[src/rtl/multichannel_pulse_width_capture_unit_defines.svh]
// ---------------------------------------------------------------------------
// Assertion macros for the pulse width capture unit
// Shared property shorthands, clocked on clk and disabled during rst.
// ---------------------------------------------------------------------------
`ifndef MULTICHANNEL_PULSE_WIDTH_CAPTURE_UNIT_DEFINES_SVH
`define MULTICHANNEL_PULSE_WIDTH_CAPTURE_UNIT_DEFINES_SVH

// Same-cycle implication.
`define MPWC_ASSERT_NOW(lbl, ante, cons, msg) \
  lbl: assert property (@(posedge clk) disable iff (rst) (ante) |-> (cons)) \
    else $error(msg);

// Next-cycle implication.
`define MPWC_ASSERT_NEXT(lbl, ante, cons, msg) \
  lbl: assert property (@(posedge clk) disable iff (rst) (ante) |=> (cons)) \
    else $error(msg);

`endif

[src/rtl/mpwc_pkg.sv]
// ---------------------------------------------------------------------------
// mpwc_pkg
// Types and constants shared by the pulse width capture unit.
// ---------------------------------------------------------------------------
package mpwc_pkg;

  localparam int CHANNELS  = 6;
  localparam int CH_W      = 3;
  localparam int WIDTH_W   = 16;
  localparam int TIME_W    = 32;
  localparam int CNT_W     = 32;
  localparam int CFG_IDX_W = 1;

  localparam logic CMD_TICK = 1'b0;
  localparam logic CMD_EDGE = 1'b1;

  localparam logic [CFG_IDX_W-1:0] REG_MIN_WIDTH = 1'd0;
  localparam logic [CFG_IDX_W-1:0] REG_MAX_WIDTH = 1'd1;

  localparam logic [WIDTH_W-1:0] MIN_WIDTH_RESET = 16'd800;
  localparam logic [WIDTH_W-1:0] MAX_WIDTH_RESET = 16'd2200;

  typedef struct packed {
    logic            cmd;
    logic [CH_W-1:0] channel;
    logic            pin_level;
  } evt_req_t;

  typedef struct packed {
    logic [CH_W-1:0]    out_channel;
    logic               level_now;
    logic [WIDTH_W-1:0] pulse_width_us;
    logic               width_fresh;
    logic               accepted_now;
    logic [CNT_W-1:0]   edges_seen;
    logic [CNT_W-1:0]   rises_seen;
    logic [CNT_W-1:0]   falls_seen;
  } res_req_t;

  // Per-channel state held in the channel store.
  typedef struct packed {
    logic [TIME_W-1:0]  rise_stamp;
    logic [WIDTH_W-1:0] last_width;
    logic               fresh_flag;
    logic               chan_level;
    logic [CNT_W-1:0]   edge_total;
    logic [CNT_W-1:0]   rise_total;
    logic [CNT_W-1:0]   fall_total;
  } chan_entry_t;

endpackage

[src/rtl/mpwc_chan_store.sv]
// ---------------------------------------------------------------------------
// mpwc_chan_store
// Per-channel state memory with a registered read, reset-valid bits
// and a bypass of the write that lands on the same edge as a read.
// ---------------------------------------------------------------------------
module mpwc_chan_store
  import mpwc_pkg::*;
(
  input  logic              clk,
  input  logic              rst,
  input  logic              rd_en,
  input  logic [CH_W-1:0]   rd_addr,
  output chan_entry_t       rd_entry,
  input  logic              wr_en,
  input  logic [CH_W-1:0]   wr_addr,
  input  chan_entry_t       wr_data
);

  chan_entry_t         mem [CHANNELS];
  chan_entry_t         rd_q;
  logic [CH_W-1:0]     addr_q;
  logic [CHANNELS-1:0] vld;
  logic                wb_valid;
  logic [CH_W-1:0]     wb_addr;
  chan_entry_t         wb_data;

  always_ff @(posedge clk) begin
    if (wr_en) begin
      mem[wr_addr] <= wr_data;
    end
    if (rd_en) begin
      rd_q   <= mem[rd_addr];
      addr_q <= rd_addr;
    end
  end

  // The last write is kept so a read issued on the same edge still sees it.
  always_ff @(posedge clk) begin
    if (rst) begin
      vld      <= '0;
      wb_valid <= 1'b0;
    end else if (wr_en) begin
      vld[wr_addr] <= 1'b1;
      wb_valid     <= 1'b1;
    end
    if (wr_en) begin
      wb_addr <= wr_addr;
      wb_data <= wr_data;
    end
  end

  always_comb begin
    if (wb_valid && (wb_addr == addr_q)) begin
      rd_entry = wb_data;
    end else if (vld[addr_q]) begin
      rd_entry = rd_q;
    end else begin
      rd_entry = '0;
    end
  end

endmodule

[src/rtl/multichannel_pulse_width_capture_unit.sv]
// ---------------------------------------------------------------------------
// multichannel_pulse_width_capture_unit
// Measures the high-pulse width of several RC receiver channels from tick
// and edge requests, keeping per-channel counters and the last valid width.
// ---------------------------------------------------------------------------
// The unit takes one request per clock while evt_stall is low. A tick
// advances the 32-bit microsecond timer; an edge on a channel in range
// produces one result, through the channel store read into the update
// stage and then the update into the result register. Ticks and edges on
// channels outside the range give no result. Back-to-back edges on the same
// channel are handled by a bypass around the store, so the rate stays at one
// request per cycle while results are taken. Window registers may only be
// written while no edge is in flight.
`include "multichannel_pulse_width_capture_unit_defines.svh"

module multichannel_pulse_width_capture_unit
  import mpwc_pkg::*;
(
  input  logic                 clk,
  input  logic                 rst,
  input  logic                 evt_valid,
  output logic                 evt_stall,
  input  evt_req_t             evt,
  output logic                 res_valid,
  input  logic                 res_stall,
  output res_req_t             res,
  input  logic                 cfg_we,
  input  logic [CFG_IDX_W-1:0] cfg_index,
  input  logic [WIDTH_W-1:0]   cfg_data
);

  logic [WIDTH_W-1:0] min_width_us;
  logic [WIDTH_W-1:0] max_width_us;
  logic [TIME_W-1:0]  time_us;

  logic               evt_acc;
  logic               s1_load;
  logic               s1_go;
  logic               s1_valid;
  logic [CH_W-1:0]    s1_ch;
  logic               s1_lvl;
  logic [TIME_W-1:0]  s1_time;

  chan_entry_t        cur_entry;
  chan_entry_t        new_entry;
  logic [TIME_W-1:0]  width;
  logic               in_window;
  logic               accepted;
  res_req_t           res_next;

  always_ff @(posedge clk) begin
    if (rst) begin
      min_width_us <= MIN_WIDTH_RESET;
      max_width_us <= MAX_WIDTH_RESET;
    end else if (cfg_we) begin
      case (cfg_index)
        REG_MIN_WIDTH: min_width_us <= cfg_data;
        REG_MAX_WIDTH: max_width_us <= cfg_data;
        default: ;
      endcase
    end
  end

  assign evt_stall = s1_valid && !s1_go;
  assign evt_acc   = evt_valid && !evt_stall;
  assign s1_load   = evt_acc && (evt.cmd == CMD_EDGE) &&
                     ({1'b0, evt.channel} < (CH_W+1)'(CHANNELS));
  assign s1_go     = s1_valid && (!res_valid || !res_stall);

  always_ff @(posedge clk) begin
    if (rst) begin
      time_us <= '0;
    end else if (evt_acc && (evt.cmd == CMD_TICK)) begin
      time_us <= time_us + 1'b1;
    end
  end

  // The edge is stamped with the timer value before this request.
  always_ff @(posedge clk) begin
    if (rst) begin
      s1_valid <= 1'b0;
    end else if (s1_load) begin
      s1_valid <= 1'b1;
    end else if (s1_go) begin
      s1_valid <= 1'b0;
    end
    if (s1_load) begin
      s1_ch   <= evt.channel;
      s1_lvl  <= evt.pin_level;
      s1_time <= time_us;
    end
  end

  mpwc_chan_store u_store (
    .clk      (clk),
    .rst      (rst),
    .rd_en    (s1_load),
    .rd_addr  (evt.channel),
    .rd_entry (cur_entry),
    .wr_en    (s1_go),
    .wr_addr  (s1_ch),
    .wr_data  (new_entry)
  );

  always_comb begin
    width     = s1_time - cur_entry.rise_stamp;
    in_window = (width >= {16'b0, min_width_us}) && (width <= {16'b0, max_width_us});
    accepted  = !s1_lvl && in_window;

    new_entry            = cur_entry;
    new_entry.edge_total = cur_entry.edge_total + 1'b1;
    new_entry.chan_level = s1_lvl;
    if (s1_lvl) begin
      new_entry.rise_total = cur_entry.rise_total + 1'b1;
      new_entry.rise_stamp = s1_time;
    end else begin
      new_entry.fall_total = cur_entry.fall_total + 1'b1;
      if (in_window) begin
        new_entry.last_width = width[WIDTH_W-1:0];
        new_entry.fresh_flag = 1'b1;
      end
    end

    res_next.out_channel    = s1_ch;
    res_next.level_now      = new_entry.chan_level;
    res_next.pulse_width_us = new_entry.last_width;
    res_next.width_fresh    = new_entry.fresh_flag;
    res_next.accepted_now   = accepted;
    res_next.edges_seen     = new_entry.edge_total;
    res_next.rises_seen     = new_entry.rise_total;
    res_next.falls_seen     = new_entry.fall_total;
  end

  always_ff @(posedge clk) begin
    if (rst) begin
      res_valid <= 1'b0;
    end else if (s1_go) begin
      res_valid <= 1'b1;
    end else if (!res_stall) begin
      res_valid <= 1'b0;
    end
    if (s1_go) begin
      res <= res_next;
    end
  end

  `MPWC_ASSERT_NOW(a_stall_only_when_busy, evt_stall, s1_valid && res_valid && res_stall, "input stalled while the update stage could move")
  `MPWC_ASSERT_NEXT(a_edge_enters_stage, s1_load, s1_valid, "accepted edge did not reach the update stage")
  `MPWC_ASSERT_NEXT(a_tick_advances, evt_acc && (evt.cmd == CMD_TICK), time_us == $past(time_us) + 1'b1, "timer did not advance on a tick")
  `MPWC_ASSERT_NOW(a_accept_on_fall, res_valid && res.accepted_now, !res.level_now && res.width_fresh, "accepted width reported without a fall or fresh flag")

endmodule

[config.mk]
export PLATFORM = sky130hd
export DESIGN_NAME = multichannel_pulse_width_capture_unit
export DESIGN_NICKNAME = d
export VERILOG_FILES = /design/src/rtl/mpwc_pkg.sv /design/src/rtl/mpwc_chan_store.sv /design/src/rtl/multichannel_pulse_width_capture_unit.sv
export VERILOG_INCLUDE_DIRS = /design/src /design/src/rtl
export SDC_FILE = /design/constraint.sdc
export NUM_CORES = 2
export LEC_CHECK = 0
export BUFFER_PORTS_ARGS = -buffer_cell sky130_fd_sc_hd__buf_2
export CORE_MARGIN = 1.5
export CORE_UTILIZATION = 65
export DETAILED_ROUTE_END_ITERATION = 6
export PLACE_DENSITY = 0.83
export SLEW_MARGIN = 10
export SYNTH_ARGS = -nofsm -noshare
export SYNTH_HDL_FRONTEND = slang
export SYNTH_SLANG_ARGS = --single-unit
[constraint.sdc]
create_clock -name clk -period 80.6 [get_ports clk]
set_clock_uncertainty 0.15 [all_clocks]
set_input_delay 8.06 -clock clk [delete_from_list [all_inputs] [get_ports clk]]
set_output_delay 8.06 -clock clk [all_outputs]
set_load 0.02 [all_outputs]
; Yosys cells after proc, flatten, opt, wreduce, memory -nomap -nowiden
; Memories as Yosys holds them, arrays and structs flattened. A register that Yosys moved wholly into a read port is not among the register bits.
; Index checks and enable logic that the tools add are counted.
[word_totals]
register_bits = 259
in_bits = 27
n_memories = 1
output_inout_bits = 120
word_cells = 71
mem_bits_rw = 876
[mem_list]
columns = memory, depth, word_bits, read_ports, rd_ports_with_merged_regs, wr, line
row1 = u_store.mem, 6, 146, 1, 1, 1, mpwc_chan_store.sv:19  ; chan_entry_t mem [CHANNELS];
[op_classes]
n_eq_ne = 2
muxes = 17
order_cmp = 5
bitwise_logic = 3
n_addsub = 5
n_reduce_logical = 19
[op_table]
columns = cell, n
row1 = 146-bit 2-to-1 mux, 2
row2 = 32-bit by 1-bit adder with 32-bit output (second input constant), 4
row3 = 32-bit 2-to-1 mux, 3
row4 = 17-bit 2-to-1 mux, 2
row5 = 32-bit by 16-bit >= comparator with 1-bit output, 1
row6 = 32-bit by 16-bit less-or-equal comparator with 1-bit output, 1
row7 = 32-bit subtractor, 1
row8 = 1-bit logical AND, 10
row9 = 1-bit 2-to-1 mux, 8
row10 = 6-bit OR, 1
row11 = 1-bit logical NOT, 5
row12 = 3-bit by 4-bit less-than comparator with 1-bit output (second input constant), 1
row13 = 2-bit AND reduction, 2
row14 = 1-bit binary-select mux with 3-bit select, 1
row15 = 1-bit demux with 3-bit select, 1
row16 = 3-bit equality test, 1
row17 = 3-bit by 1-bit >= comparator with 1-bit output (second input constant), 1
row18 = 3-bit less-than comparator (second input constant), 1
row19 = 2-bit by 1-bit inequality test with 1-bit output (second input constant), 1
row20 = 1-bit NOT, 2
row21 = 2-bit nonzero test, 1
row22 = 1-bit logical OR, 1

; Longest topological paths before layout
[depth]
word_depth = 10
mapped_depth = 36

; Cells and area by module
; Synthesis repeated with hierarchy kept, for this count alone.
[hier_totals]
hier_cells = 3320
area_unflattened_um2 = 56140.1
[by_module_without_submodules]
columns = module, instances, seq_area_each_um2, area_each_um2, cells_each
row1 = mpwc_chan_store, 1, 35393.9, 43684.4, 2058
row2 = multichannel_pulse_width_capture_unit, 1, 5945.7, 12455.7, 1262

; Worst setup path after synthesis
; No wires, ideal clock.
[synth_timing]
path_kind = input to register
startpoint = input port res_stall
endpoint = memory u_store.mem[1][0] in the netlist's numbering (enable)
t_arrival_ns = 30.187
setup_ns = 0.830
stages = 3
path_buffers = 0
slack_ns = 49.433
path_cell_list = a21boi_0 -> nand2_1 -> nor3_1
[synth_via]
elab_chain_len = 5
[synth_lines]
columns = item, line
row1 = "start, declared", multichannel_pulse_width_capture_unit.sv:25  ; input logic res_stall,
row2 = 1-bit logical NOT, n/a
row3 = 1-bit logical OR, multichannel_pulse_width_capture_unit.sv:68  ; assign s1_go = s1_valid && (!res_valid || !res_stall);
row4 = 1-bit logical AND, multichannel_pulse_width_capture_unit.sv:68
row5 = 1-bit 2-to-1 mux, mpwc_chan_store.sv:28  ; if (wr_en) begin
row6 = 1-bit 2-to-1 mux (implied by the code), mpwc_chan_store.sv:29  ; mem[wr_addr] <= wr_data;
row7 = "end, declared", mpwc_chan_store.sv:19
; No other way between the ends.

; Final worst setup path
[layout_timing]
startpoint = input port res_stall
endpoint = output port evt_stall
[layout_via]
elab_chain_len = 5
[layout_lines]
columns = item, line
row1 = 1-bit logical NOT, n/a
row2 = 1-bit logical OR, multichannel_pulse_width_capture_unit.sv:68
row3 = 1-bit logical AND, multichannel_pulse_width_capture_unit.sv:68
row4 = 1-bit logical NOT, multichannel_pulse_width_capture_unit.sv:64  ; assign evt_stall = s1_valid && !s1_go;
row5 = 1-bit logical AND, multichannel_pulse_width_capture_unit.sv:64
row6 = "end, declared", multichannel_pulse_width_capture_unit.sv:22  ; output logic evt_stall,
; No other way between the ends.

==> impl_metrics.toml <==
[run]
drv_cap = 0

[clocking]
cts_tree = "built"
cts_resized = 0
root_buffer = "clkbuf_16"
clock_path_buffers = 3
numCtsBuffers = 120
clk_latency_ns = 0.70
cts.sinks = 1274
cts-hold-fix-buffers = 0
post_cts_buffers = 0
htree_levels = 3
clkTransAtPathRegs_ns = 0.06

[global_route]
grtUsageTotal = 0.283
grt_pass1_wl_um = 182000
use_met1 = 0.380
antenna_found_initial = 1
busiest_layer = "met2"
use_met3 = 0.0534
grt_pass1_vias = 31207
grtUsageMet2 = 0.467
grt_max_degree = 152
grt-ovfl-total = 0

[floorplanning]
start_util = 0.657
fp-row-count = 105
die_area_um2 = 84500
die_w_um = 291
dieHeight_um = 291
ios = 147
core_area_um2 = 82000

[route]
final_antenna_net_count = 0
wl_um = 119000
dr.pass1.iters = 7
drc = 3
via_count = 30716
wl_per_cell_um = 25.5
viasPerCell = 6.55
drt_iter0_markers = 3169

[setup_path]
reg2reg_slack_ns = 71.15
endpoint_kind = "primary output"
cp_max_fo = 4
worstSetupPathType = "input port to primary output"
crit_required_ns = 72.39
cp-start-kind = "input port"
cp.arrival_ns = 8.59

[pwr]
pwr-share-clk = 0.412
power.leakage_nw = 20.3
pwr_density_cell_nw_per_um2 = 23.0
power.total_w = 0.00135
p_comb_frac = 0.045
peakVddDrop_uv = 22.8
swShare = 0.211
p_seq_frac = 0.543
intPower_w = 0.00107
p_switching_w = 0.000285

[synthesis]
ys_ff_latch = 1274
syn-num-nets = 3576
yosysWarnings = 0
synth_edf_count = 1201
yosysTopAreaCell = "edfxtp_1"
yosysUniqueCellTypes = 91
synth_top_area_share = 0.670
synth.avg_cell_area_um2 = 15.4
synth_area_um2 = 53800
synth_area_leaders = "edfxtp_1 67%, mux4_2 6.1%, mux2i_1 3.0%"
ys_seq_area_frac = 0.697
postSynth.asyncResetShare = 0
syn_inst = 3487
ys.flop_type = "edfxtp_1"

[cells_and_area]
fill_cells = 4854
final_cell_mix = "1201 x edfxtp_1, 288 x nor2_1, 280 x a21oi_1"
post-route-util = 0.717
final_cells = 4688
nNetsFinal = 3604
final_common_cell = "edfxtp_1"
multiInputGateArea_um2 = 14600
area_delta_synth_final_pct = 9.17
final_layout_size_suffix_gt1_frac = 0.158
register_area_um2 = 37500

[placed_design]
placed_cells = 4463
gp_congestion = 0.934
dp_hpwl_um = 65600
numPortBuffers = 146

[hold_path]
hold_class = "flop to flop"

[status]
violations = "DRC"
outcome = "complete, but fails checks"

[timing]
hold_viol = 0
fin_setup_tns_ns = 0
hold_ws_ns = 0.307
max_slew.worst_pin.slew_ns = 1.16
fin_crit_sh = 0.208
timing.final.crit_period_ns = 16.80
rsz0062_at_grt = "false"
relSlewSlack = 0.230
final_max_slew_viol_count = 0
fmax_mhz = 59.5
finalSetupViolCount = 0
-- cells in the mapped netlist (all sizes together), types with 15 or more instances --
cell type	n
a21o	27
a21oi	280
nand3	42
ha	61
nand2	176
clkbuf	113
nand4	32
mux2i	162
nor2	294
buf	170
nor3	27
nor2b	16
a22o	20
and2	15
mux2	22
a22oi	61
o21ai	48
mux4	145
edfxtp	1201
inv	68
dfxtp	73
xor2	68
and3	61
xnor2	70
or3	21
-- worst max-delay path, stage by stage --
cell    delay [ns]
buf_2         0.12
and3_1        0.22
buf_2         0.18
-- stage by stage --
stage          setup slack [ns]  cell area [um2]
2_1_floorplan             49.43            53800
3_3_place_gp              63.82            54800
3_5_place_dp              63.80            54800
4_1_cts                   63.79            58800
5_1_grt                   63.75            58800
6_report                  63.80            58800
-- cell families (layout without fill, tap and decap cells) --
logic type | after synthesis | after routing | share of synthesized area
and+or+nand+nor | 752 | 752 | 0.0661
DFF | 1274 | 1274 | 0.697
xor gates and xnor gates | 138 | 138 | 0.0225
buffers and inverters | 351 | 480 | 0.0332
muxes | 329 | 329 | 0.0959
adders and majority gates | 65 | 65 | 0.0151
AOI/OAI and AO/OA | 578 | 578 | 0.0701
other | 0 | 2 | 0
-- layer usage --
| layer | up-vias | wire, um |
|---|---|---|
| li1 | 13391 | - |
| met1 | 15599 | 46300 |
| met2 | 1511 | 59700 |
| met3 | 213 | 10200 |
| met4 | 2 | 3350 |
| met5 | - | 19 |
-- path summary, 6_finish.rpt --
kind,from,depth (start not counted),to
setup / recovery,res_stall,3,evt_stall
hold / removal,max_width_us[10],2,max_width_us[10]
setup reg to reg,u_store.addr_q[1],27,u_store.mem[4][99]
hold reg to reg,max_width_us[10],2,max_width_us[10]
-- cell type report --
class,count,share of cell area
inverter,68,0.00434
timing repair buffer,189,0.0194
tap,1070,0.0228
clock buffer,153,0.0564
clock inverter,70,0.0103
antenna,2,0.0000852
sequential,1274,0.639
multi-input combinational,1862,0.248
-- sequential cells by signal, indices dropped and copies added (netlist names), 6 cells and up --
signal and count:
time_us 32, max_width_us 16, u_store.vld 6, u_store.wb_data 146, u_store.rd_q 145, min_width_us 16
u_store.mem 870, s1_time 32
-- power by group through the flow --
stage	clock, W	sequential (W)	combinational, W
global route	0.000586	0.000734	0.0000654
global placement	0	0.000747	0.0000578
floorplan	0	0.000748	0.0000444
CTS	0.000562	0.000733	0.0000601
detailed placement	0	0.000747	0.0000594
finish	0.000557	0.000733	0.0000603
No activity file was read; power rests on OpenSTA's default activity.
